==> src/rtl/sfs_pkg.sv <==
// ----------------------------------------------------------------------------
// sfs_pkg
// types, widths and helpers shared by the sprite frame sequencer
// ----------------------------------------------------------------------------
package sfs_pkg;

    localparam int FRAME_BITS   = 10;
    localparam int LOOP_BITS    = FRAME_BITS + 1;
    localparam int TIME_BITS    = 32;
    localparam int STEP_BITS    = 16;
    localparam int ELAPSED_BITS = 16;
    localparam int COL_BITS     = 6;
    localparam int DIV_BITS     = COL_BITS + 1;
    localparam int SHEET_BITS   = 7;
    localparam int MAX_COLS     = 64;
    localparam int MIN_LOOP     = 2;
    localparam int CNT_BITS     = $clog2(FRAME_BITS + 1);

    localparam int CFG_DATA_BITS  = 32;
    localparam int CFG_INDEX_BITS = 3;

    localparam int S_TDATA_BITS = 16;
    localparam int M_TDATA_BITS = 32;
    localparam int OUT_BITS     = FRAME_BITS + COL_BITS + FRAME_BITS + 2;
    localparam int OUT_PAD      = M_TDATA_BITS - OUT_BITS;

    // register indexes
    localparam logic [CFG_INDEX_BITS-1:0] REG_FIRST_FRAME   = 3'd0;
    localparam logic [CFG_INDEX_BITS-1:0] REG_LOOP_LENGTH   = 3'd1;
    localparam logic [CFG_INDEX_BITS-1:0] REG_START_FRAME   = 3'd2;
    localparam logic [CFG_INDEX_BITS-1:0] REG_PERIOD        = 3'd3;
    localparam logic [CFG_INDEX_BITS-1:0] REG_LOOP_ENABLE   = 3'd4;
    localparam logic [CFG_INDEX_BITS-1:0] REG_REVERSE       = 3'd5;
    localparam logic [CFG_INDEX_BITS-1:0] REG_SHEET_COLUMNS = 3'd6;

    // input kinds
    localparam logic CMD_TICK    = 1'b0;
    localparam logic CMD_RESTART = 1'b1;

    typedef struct packed {
        logic [FRAME_BITS-1:0] first_frame;
        logic [LOOP_BITS-1:0]  loop_length;
        logic [FRAME_BITS-1:0] start_frame;
        logic [TIME_BITS-1:0]  period;
        logic                  loop_enable;
        logic                  reverse;
        logic [SHEET_BITS-1:0] sheet_columns;
    } sfs_cfg_t;

    typedef struct packed {
        logic [FRAME_BITS-1:0] frame;
        logic                  advanced;
        logic                  ended;
    } sfs_anim_t;

    typedef struct packed {
        logic                  done;
        logic [FRAME_BITS-1:0] quotient;
        logic [COL_BITS-1:0]   remainder;
    } sfs_div_t;

    // column count forced into 1..64
    function automatic logic [DIV_BITS-1:0] clamp_cols(input logic [SHEET_BITS-1:0] c);
        logic [DIV_BITS-1:0] r;
        if (c == '0) begin
            r = DIV_BITS'(1);
        end else if (c > SHEET_BITS'(MAX_COLS)) begin
            r = DIV_BITS'(MAX_COLS);
        end else begin
            r = DIV_BITS'(c);
        end
        return r;
    endfunction

endpackage

==> src/rtl/sfs_anim.sv <==
// ----------------------------------------------------------------------------
// sfs_anim
// animation state: frame, time accumulator, step count and end flag
// ----------------------------------------------------------------------------
module sfs_anim (
    input  logic                              aclk,
    input  logic                              aresetn,
    input  logic                              upd_en,
    input  logic                              cmd,
    input  logic [sfs_pkg::ELAPSED_BITS-1:0]  elapsed,
    input  sfs_pkg::sfs_cfg_t                 cfg,
    output sfs_pkg::sfs_anim_t                anim
);
    import sfs_pkg::*;

    logic [FRAME_BITS-1:0] frame_reg, frame_next;
    logic [TIME_BITS-1:0]  acc_reg, acc_next;
    logic [STEP_BITS-1:0]  step_reg, step_next;
    logic                  end_reg, end_next;
    logic                  adv_reg;

    logic [TIME_BITS:0]    acc_sum;
    logic [TIME_BITS-1:0]  acc_sat;
    logic [STEP_BITS:0]    step_inc;
    logic                  live, end_now, do_step;
    // range bounds need one bit above the loop length: first + length can reach 3070
    logic [LOOP_BITS:0]    lo, hi, fwd_n, prev_x, last_x;
    logic [FRAME_BITS-1:0] prev_f, fwd_f, rev_f, restart_f;
    logic                  fwd_in, rev_in;

    always_comb begin
        live     = (cfg.loop_length >= LOOP_BITS'(MIN_LOOP)) && (cfg.period != '0);
        acc_sum  = {1'b0, acc_reg} + (TIME_BITS + 1)'(elapsed);
        acc_sat  = acc_sum[TIME_BITS] ? '1 : acc_sum[TIME_BITS-1:0];
        step_inc = {1'b0, step_reg} + (STEP_BITS + 1)'(1);
        end_now  = end_reg ||
                   (!cfg.loop_enable && ((STEP_BITS + 1)'(cfg.loop_length) == step_inc));
        do_step  = (acc_sat > cfg.period) && !end_now;

        // loop range is [lo, hi)
        lo     = {2'b00, cfg.first_frame};
        hi     = lo + {1'b0, cfg.loop_length};
        fwd_n  = {2'b00, frame_reg} + (LOOP_BITS + 1)'(1);
        fwd_in = (fwd_n >= lo) && (fwd_n < hi);
        fwd_f  = fwd_in ? fwd_n[FRAME_BITS-1:0] : cfg.first_frame;
        prev_f = frame_reg - FRAME_BITS'(1);
        prev_x = {2'b00, prev_f};
        rev_in = (frame_reg != '0) && (prev_x >= lo) && (prev_x < hi);
        last_x = hi - (LOOP_BITS + 1)'(1);
        rev_f  = rev_in ? prev_f : last_x[FRAME_BITS-1:0];

        restart_f = (cfg.start_frame < cfg.first_frame) ? cfg.first_frame : cfg.start_frame;

        frame_next = frame_reg;
        acc_next   = acc_reg;
        step_next  = step_reg;
        end_next   = end_reg;
        if (cmd == CMD_RESTART) begin
            frame_next = restart_f;
            acc_next   = '0;
            step_next  = '0;
            end_next   = 1'b0;
        end else if (live) begin
            acc_next = acc_sat;
            end_next = end_now;
            if (do_step) begin
                acc_next   = '0;
                step_next  = (step_reg == '1) ? step_reg : step_inc[STEP_BITS-1:0];
                frame_next = cfg.reverse ? rev_f : fwd_f;
            end
        end
    end

    always_ff @(posedge aclk) begin
        if (!aresetn) begin
            frame_reg <= '0;
            acc_reg   <= '0;
            step_reg  <= '0;
            end_reg   <= 1'b0;
            adv_reg   <= 1'b0;
        end else if (upd_en) begin
            frame_reg <= frame_next;
            acc_reg   <= acc_next;
            step_reg  <= step_next;
            end_reg   <= end_next;
            adv_reg   <= (frame_next != frame_reg);
        end
    end

    assign anim.frame    = frame_reg;
    assign anim.advanced = adv_reg;
    assign anim.ended    = end_reg;

endmodule

==> src/rtl/sfs_div.sv <==
// ----------------------------------------------------------------------------
// sfs_div
// restoring divider, one quotient bit per cycle, for frame row and column
// ----------------------------------------------------------------------------
module sfs_div (
    input  logic                          aclk,
    input  logic                          aresetn,
    input  logic                          start,
    input  logic [sfs_pkg::FRAME_BITS-1:0] dividend,
    input  logic [sfs_pkg::DIV_BITS-1:0]   divisor,
    output sfs_pkg::sfs_div_t             res
);
    import sfs_pkg::*;

    logic                  busy_reg, done_reg;
    logic [CNT_BITS-1:0]   cnt_reg;
    logic [FRAME_BITS-1:0] quo_reg;
    logic [DIV_BITS-1:0]   rem_reg;
    logic [DIV_BITS-1:0]   dvs_reg;

    logic [DIV_BITS-1:0]   trial;
    logic                  fits;

    // remainder stays below the divisor, so its top bit is always clear
    assign trial = {rem_reg[DIV_BITS-2:0], quo_reg[FRAME_BITS-1]};
    assign fits  = (trial >= dvs_reg);

    always_ff @(posedge aclk) begin
        if (!aresetn) begin
            busy_reg <= 1'b0;
            done_reg <= 1'b0;
            cnt_reg  <= '0;
        end else if (start) begin
            busy_reg <= 1'b1;
            done_reg <= 1'b0;
            cnt_reg  <= CNT_BITS'(FRAME_BITS);
        end else if (busy_reg) begin
            cnt_reg <= cnt_reg - CNT_BITS'(1);
            if (cnt_reg == CNT_BITS'(1)) begin
                busy_reg <= 1'b0;
                done_reg <= 1'b1;
            end
        end
    end

    always_ff @(posedge aclk) begin
        if (start) begin
            quo_reg <= dividend;
            rem_reg <= '0;
            dvs_reg <= divisor;
        end else if (busy_reg) begin
            quo_reg <= {quo_reg[FRAME_BITS-2:0], fits};
            rem_reg <= fits ? (trial - dvs_reg) : trial;
        end
    end

    assign res.done      = done_reg;
    assign res.quotient  = quo_reg;
    assign res.remainder = rem_reg[COL_BITS-1:0];

endmodule

==> src/rtl/sprite_frame_sequencer_top.sv <==
// ----------------------------------------------------------------------------
// sprite_frame_sequencer_top
// sprite-sheet animation stepper with sheet row and column lookup
// ----------------------------------------------------------------------------
//  channel   dir  handshake                    content
//  s_axis    in   s_axis_tvalid/s_axis_tready  tuser: cmd, tdata: elapsed
//  m_axis    out  m_axis_tvalid/m_axis_tready  frame, column, row, advanced, ended
//  cfg       in   cfg_we (no back-pressure)    cfg_index, cfg_wdata
//
//  each item passes through the state update, the divider load and the bit-serial
//  frame / columns division, then lands in the output register; a new item is
//  taken only once the last has reached it; the divider is the one arithmetic
//  unit the sequencer reuses. reset is synchronous, active low, and restores the
//  state, flags and configuration but not the divider operands or the payload
//  a stalled result sits in the output register while the next item is
//  taken; that item waits at the end of its division until the slot frees
// ----------------------------------------------------------------------------
module sprite_frame_sequencer_top (
    input  logic                                aclk,
    input  logic                                aresetn,
    // input channel
    input  logic                                s_axis_tvalid,
    output logic                                s_axis_tready,
    input  logic [sfs_pkg::S_TDATA_BITS-1:0]    s_axis_tdata,  // [15:0] elapsed
    input  logic [0:0]                          s_axis_tuser,  // [0] cmd
    // result channel
    output logic                                m_axis_tvalid,
    input  logic                                m_axis_tready,
    // [9:0] frame, [15:10] column, [25:16] row, [26] advanced, [27] ended, rest zero
    output logic [sfs_pkg::M_TDATA_BITS-1:0]    m_axis_tdata,
    // configuration writes
    input  logic                                cfg_we,
    input  logic [sfs_pkg::CFG_INDEX_BITS-1:0]  cfg_index,
    input  logic [sfs_pkg::CFG_DATA_BITS-1:0]   cfg_wdata
);
    import sfs_pkg::*;

    // sequencer states
    localparam logic [1:0] ST_IDLE  = 2'd0;  // waiting for an input transfer
    localparam logic [1:0] ST_START = 2'd1;  // state updated, load the divider
    localparam logic [1:0] ST_RUN   = 2'd2;  // dividing, then hand over

    logic [1:0]              state_reg, state_next;
    sfs_cfg_t                cfg_reg;
    logic                    m_valid_reg, m_valid_next;
    logic [M_TDATA_BITS-1:0] m_data_reg;

    logic       s_xfer;
    logic       out_free;
    logic       load_out;
    sfs_anim_t  anim;
    sfs_div_t   div_res;

    assign s_axis_tready = (state_reg == ST_IDLE);
    assign s_xfer        = s_axis_tvalid && s_axis_tready;
    // output slot is free when empty or being drained this cycle
    assign out_free      = !m_valid_reg || m_axis_tready;
    assign load_out      = (state_reg == ST_RUN) && div_res.done && out_free;

    // configuration registers, read live by the animation state
    always_ff @(posedge aclk) begin
        if (!aresetn) begin
            cfg_reg.first_frame   <= '0;
            cfg_reg.loop_length   <= LOOP_BITS'(1);
            cfg_reg.start_frame   <= '0;
            cfg_reg.period        <= '0;
            cfg_reg.loop_enable   <= 1'b1;
            cfg_reg.reverse       <= 1'b0;
            cfg_reg.sheet_columns <= SHEET_BITS'(1);
        end else if (cfg_we) begin
            case (cfg_index)
                REG_FIRST_FRAME:   cfg_reg.first_frame   <= cfg_wdata[FRAME_BITS-1:0];
                REG_LOOP_LENGTH:   cfg_reg.loop_length   <= cfg_wdata[LOOP_BITS-1:0];
                REG_START_FRAME:   cfg_reg.start_frame   <= cfg_wdata[FRAME_BITS-1:0];
                REG_PERIOD:        cfg_reg.period        <= cfg_wdata[TIME_BITS-1:0];
                REG_LOOP_ENABLE:   cfg_reg.loop_enable   <= cfg_wdata[0];
                REG_REVERSE:       cfg_reg.reverse       <= cfg_wdata[0];
                REG_SHEET_COLUMNS: cfg_reg.sheet_columns <= cfg_wdata[SHEET_BITS-1:0];
                default: begin
                    // unknown index: write dropped
                end
            endcase
        end
    end

    // animation state steps once per accepted transfer
    sfs_anim u_anim (
        .aclk    (aclk),
        .aresetn (aresetn),
        .upd_en  (s_xfer),
        .cmd     (s_axis_tuser[0]),
        .elapsed (s_axis_tdata[ELAPSED_BITS-1:0]),
        .cfg     (cfg_reg),
        .anim    (anim)
    );

    // shared divider: frame / columns gives row, remainder gives column
    sfs_div u_div (
        .aclk     (aclk),
        .aresetn  (aresetn),
        .start    (state_reg == ST_START),
        .dividend (anim.frame),
        .divisor  (clamp_cols(cfg_reg.sheet_columns)),
        .res      (div_res)
    );

    always_comb begin
        state_next = state_reg;
        case (state_reg)
            ST_IDLE: begin
                if (s_xfer) begin
                    state_next = ST_START;
                end
            end
            ST_START: begin
                state_next = ST_RUN;
            end
            ST_RUN: begin
                if (load_out) begin
                    state_next = ST_IDLE;
                end
            end
            default: begin
                state_next = ST_IDLE;
            end
        endcase
    end

    always_comb begin
        m_valid_next = m_valid_reg;
        if (load_out) begin
            m_valid_next = 1'b1;
        end else if (m_axis_tready) begin
            m_valid_next = 1'b0;
        end
    end

    always_ff @(posedge aclk) begin
        if (!aresetn) begin
            state_reg   <= ST_IDLE;
            m_valid_reg <= 1'b0;
        end else begin
            state_reg   <= state_next;
            m_valid_reg <= m_valid_next;
        end
    end

    // result payload, packed from the lowest bit up
    always_ff @(posedge aclk) begin
        if (load_out) begin
            m_data_reg <= {{OUT_PAD{1'b0}}, anim.ended, anim.advanced,
                           div_res.quotient, div_res.remainder, anim.frame};
        end
    end

    assign m_axis_tvalid = m_valid_reg;
    assign m_axis_tdata  = m_data_reg;

endmodule

==> config.mk <==
export PLATFORM = sky130hd
export DESIGN_NAME = sprite_frame_sequencer_top
export DESIGN_NICKNAME = d
export VERILOG_FILES = /design/src/rtl/sfs_pkg.sv /design/src/rtl/sfs_anim.sv /design/src/rtl/sfs_div.sv /design/src/rtl/sprite_frame_sequencer_top.sv
export SDC_FILE = /design/constraint.sdc
export NUM_CORES = 1
export LEC_CHECK = 0
export BUFFER_PORTS_ARGS = -buffer_cell sky130_fd_sc_hd__buf_2
export CORE_ASPECT_RATIO = 0.9
export CORE_MARGIN = 3
export CORE_UTILIZATION = 55
export DETAILED_ROUTE_END_ITERATION = 8
export PLACE_DENSITY = 0.76
export SLEW_MARGIN = 10
export SYNTH_ARGS = -nofsm -noshare
export SYNTH_HDL_FRONTEND = slang
export SYNTH_HIERARCHICAL = 1
export SYNTH_SLANG_ARGS = --single-unit
==> constraint.sdc <==
create_clock -name aclk -period 6.7 [get_ports aclk]
set_clock_uncertainty 0.15 [all_clocks]
set_input_delay 1.34 -clock aclk [delete_from_list [all_inputs] [get_ports aclk]]
set_output_delay 1.34 -clock aclk [all_outputs]
set_load 0.03 [all_outputs]
Word-level counts from Yosys, hierarchy flattened:

Cells that the tools add are included.

* add/subtract/negate cells: 8
* $mul: 0
* divide/modulo/power cells: 0
* $lt $le $gt $ge: 9
* equal/unequal tests: 15
* shift operators: 0
* mux-type cells: 31
* bitwise operators: 1
* reductions and logical operators: 36

Operators with widths (number)
* 2-to-1 mux 32 bit: 4
* 2-to-1 mux 10 bit: 9
* 2-to-1 mux 16 bit: 4
* adder 32 x 16 -> 33 bit: 1
* greater-than comparator 32 bit: 1
* nonzero test 32 bit: 1
* AND reduction 2 bit: 10
* subtractor 10 x 1 -> 10 bit, second input constant: 2
* adder 16 x 1 -> 17 bit, second input constant: 1
* == test 11 x 17 -> 1 bit: 1
* == test 16 bit, second input constant: 1
* adder 10 x 11 -> 12 bit: 1
* greater-or-equal comparator 12 x 10 -> 1 bit: 1
* < comparator 10 x 12 -> 1 bit: 1
* < comparator 11 x 12 -> 1 bit: 1
* adder 10 x 1 -> 11 bit, second input constant: 1
* greater-or-equal comparator 11 x 2 -> 1 bit, second input constant: 1
* greater-or-equal comparator 10 bit: 1
* < comparator 10 bit: 1
* != test 10 bit: 1
* nonzero test 10 bit: 1
* == test 3 bit, second input constant: 3
* logical AND 1 bit: 9
* 2-to-1 mux 4 bit: 2
* 25 further kinds: 41

* register bits after elaboration: 192
* bits in latches: 0
* memory bits (writable): 0
* bits in read-only memories: 0
* output and inout bits: 34
* memories: 0

Longest topological paths before layout:

* word-level depth: 10
* depth in mapped cells: 26
* gate-level depth less buffers: 23

Hierarchy:

The synthesis kept the hierarchy.

By module, submodules not included
* sfs_anim: instances 1, cells an instance 1114, area each 8363.0 um2, sequential area each 1201.2 um2
* sprite_frame_sequencer_top: instances 1, cells an instance 333, area each 3792.4 um2, sequential area each 2342.2 um2
* sfs_div: instances 1, cells an instance 137, area each 1527.7 um2, sequential area each 750.7 um2

Worst setup path after synthesis:

Ideal clock, no wire load.

* kind: input -> register
* start point: in s_axis_tdata[0] (netlist name)
* end point: reg u_anim.step_reg[14]
* library setup time: 0.071 ns
* arrival: 6.211 ns
* slack: 0.269 ns
* stages: 24
* path through: ha_1 -> fa_1 -> a21o_1 -> a21oi_1 -> o21ai_0 -> o211ai_1 -> o31ai_1 -> a311oi_2 -> or3_1 -> buf_4 -> buf_6 -> buf_2 -> nand2_1 -> ha_1 -> nand4_1 -> nor3_1 -> nand4_1 -> a311o_1 -> a31o_2 -> nand2b_2 -> nand3b_4 -> clkbuf_1 -> or3b_1 -> a21oi_1

* word-level cells in the longest chain between the ends: 6

Ends and longest elaborated chain
* from (decl): line sprite_frame_sequencer_top.sv:24 `input logic [sfs_pkg::S_TDATA_BITS-1:0] s_axis_tdata,`
* adder 32 x 16 -> 33 bit: line sfs_anim.sv:33 `acc_sum = {1'b0, acc_reg} + (TIME_BITS + 1)'(elapsed);`
* 2-to-1 mux 32 bit: line sfs_anim.sv:34 `acc_sat = acc_sum[TIME_BITS] ? '1 : acc_sum[TIME_BITS-1:0];`
* greater-than comparator 32 bit: line sfs_anim.sv:38 `do_step = (acc_sat > cfg.period) && !end_now;`
* logical AND 1 bit: line sfs_anim.sv:38
* nonzero test 2 bit (no line)
* AND reduction 4 bit (no line)
* to (signal assigned): line sfs_anim.sv:84 `step_reg <= step_next;`
* to (decl): line sfs_anim.sv:18 `logic [STEP_BITS-1:0] step_reg, step_next;`

Every way passes these cells.
A chain may end at the register's enable or synchronous reset.

Worst setup path after layout:

* start point: in s_axis_tdata[0] (netlist name)
* end point: reg u_anim.step_reg[10]

Same word-level chain as after synthesis.

==> run summary <==
Finish-stage setup viols - 0
Ports - 91
dpl cells - 1,925
CP peak stage delay - 0.53 ns
most frequent cells in the layout - 200 x nand2_1, 147 x dfxtp_1, 119 x ha_1
CP Data Arrival Time - 6.63 ns
Clock Latency Late Sink - 0.43 ns
CTS tree - built
CP Capture Type - flip-flop
unrepaired setup endpoints after global routing - false
Hold Crit Class - reg -> reg
Crit-path slowest cell - or4_1
CP Data Required Time - 6.90 ns
Rel. slew slack - 0.3000
Mapped Avg Cell Area - 8.638 sq um
vias in the first global route - 11,314
post-layout net count - 1,815
CTS Buffer Depth - 2
Yosys reg bits - 192
Die Y - 155.6 um
routability congestion estimate - 0.9945
VDD IR max - 136.5 uV
pwr dens - 215.1 nW/um^2
leakage dissipation - 6.276 nW
synth top area cells - dfxtp_1 22%, ha_1 11%, edfxtp_1 9.9%
Post-synth top flop - dfxtp_1
Worst Path Buf+Inv - 2
Post-CTS Hold Fix Bufs - 0
vias per cell - 6.206
number of library cell types mapped by synthesis - 104
Core Region - 24,320 sq um
Post-CTS Setup Bufs - 0
synth warn - 6
Max Clock Freq - 155.5 MHz
total power - 3.208 mW
post-DP HPWL - 27,120 um
GR Overflow Total - 0
Die W - 172.3 um
Synth area leader - dfxtp_1
asr flop ratio synth - 0
area delta synth->final - 9.007%
Max H-tree Level - 4
final count of hold timing violations - 0
wire per inst - 18.63 um
max cap viols - 0
crit-path cells - buf_2 > ha_1 > fa_1 > a21o_1 > a21oi_1 > o21ai_0 > o211ai_1 > o31ai_2 > a311oi_2 > or3_1 > buf_4 > nand2_1 > ha_1 > nand3_1 > nor3_1 > nand4_1 > a311o_1 > a31o_2 > nand2b_2 > nand3b_4 > or4_1 > a21oi_1
EDFF count, synth - 45
routed wire length - 36,500 um
share of cells above drive strength 1 - 0.1304
measured slew at the worst slew-check pin - 1.049 ns
antenna-violating nets left - 0
Mapped Area - 13,680 sq um
Total GRT Usage - 0.2671
delay-heaviest family, CP - simple AND/OR/NAND/NOR gates
post-layout min period - 6.431 ns
Cell Rows - 54
CP max FO - 22
top cell type's share of synthesized area - 0.2151
Final Cycle Share - 0.9598
Startpoint Class - primary input
setup TNS - 0 ns
worst hold margin - 0.2959 ns
first-pass GRT wire length - 57,950 um
IO Port Bufs - 86
max reg flops - 72
CTS Root Cell - clkbuf_16
Die Footprint - 26,810 sq um
DRC violations left - 0
vias - 12,157
initial antenna violation count - 4
CP Class - in -> reg
largest net degree at the start of global routing - 74
outcome - finished, final reports clean
Final Max Slew Viols - 0
register area share after synthesis - 0.3138
Post-Layout Cell Count - 1,959
1st-pass router iterations - 5
DR iter-0 viols - 1,163
clk sinks - 192
clk slew on worst S/H paths - 0.06 ns
most common cell after layout, fill and taps aside - nand2_1
Num CTS Buffers - 17
Gate Count Post-Synth - 1,584
initial core utilization - 0.5626
[repair_timing]
action	in CTS	in global routing
resized for setup	0	3
endpoints found under the hold margin	0	0
endpoints found under the setup margin	0	15
[area by class of cell]
cell class	count	area [sq um]
well taps	308	385.4
diodes	2	5.005
repair buffers	114	643.1
clock buffers	25	496.7
inverters	92	345.3
flip-flops and latches	192	4294
clock inverters	7	75.07
fillers	2110	9408
multi-input cells	1219	8671
[Yosys cell counts, types with 39 or more instances]
cell type    n
a21oi_1     93
clkbuf_1    45
dfxtp_1    147
edfxtp_1    45
ha_1       119
inv_1       89
mux2i_1     95
nand2_1    200
nand3_1     39
nor2_1      84
o21ai_0     66
xnor2_1     47
[stage by stage]
step | instance area (sq um) | worst slack (ns) | util
2_1_floorplan | 13690 | 0.2686 | -
3_3_place_gp | 14320 | 0.02514 | 0.5888
3_5_place_dp | 14320 | -0.05161 | 0.5888
4_1_cts | 14890 | 0.3449 | 0.6123
5_1_grt | 14920 | 0.02029 | 0.6132
6_report | 14920 | 0.2690 | 0.6132
[power breakdown]
group	total, mW	switching [mW]	leakage [nW]	internal [mW]
clock network	0.999	0.440	0.283	0.559
logic	0.900	0.527	4.39	0.374
registers	1.31	0.0658	1.60	1.24
[cell families after synthesis]
| group | after synthesis | share of synthesized area |
|---|---|---|
| simple gates | 540 | 0.2020 |
| compound gates | 367 | 0.1847 |
| flops | 192 | 0.3138 |
| buf+inv | 176 | 0.05514 |
| fa+ha+maj | 122 | 0.1132 |
| mux | 112 | 0.08349 |
| xor+xnor | 74 | 0.04737 |
| other cells | 1 | 0.0002741 |
[per-layer routing]
| layer | global-route usage | vias to the layer above | wire (um) |
|---|---|---|---|
| met5 | 0 | - | 27 |
| met4 | 0.09464 | 4 | 1108 |
| met2 | 0.4228 | 531 | 16250 |
| met1 | 0.3655 | 5667 | 16370 |
| li1 | - | 5859 | - |
| met3 | 0.05143 | 96 | 2751 |
[worst paths after layout]
check / startpoint / to / slack [ns] / cells after the start
min reg2reg: u_div/quo_reg[7] / m_axis_tdata[23] / 0.30 / 0
max: s_axis_tdata[0] / u_anim/step_reg[10] / 0.27 / 22
min: u_div/quo_reg[7] / m_axis_tdata[23] / 0.30 / 0
max reg2reg: u_anim/acc_reg[0] / u_anim/step_reg[10] / 0.97 / 21
Note: power is estimated with default switching activity, not from simulation.
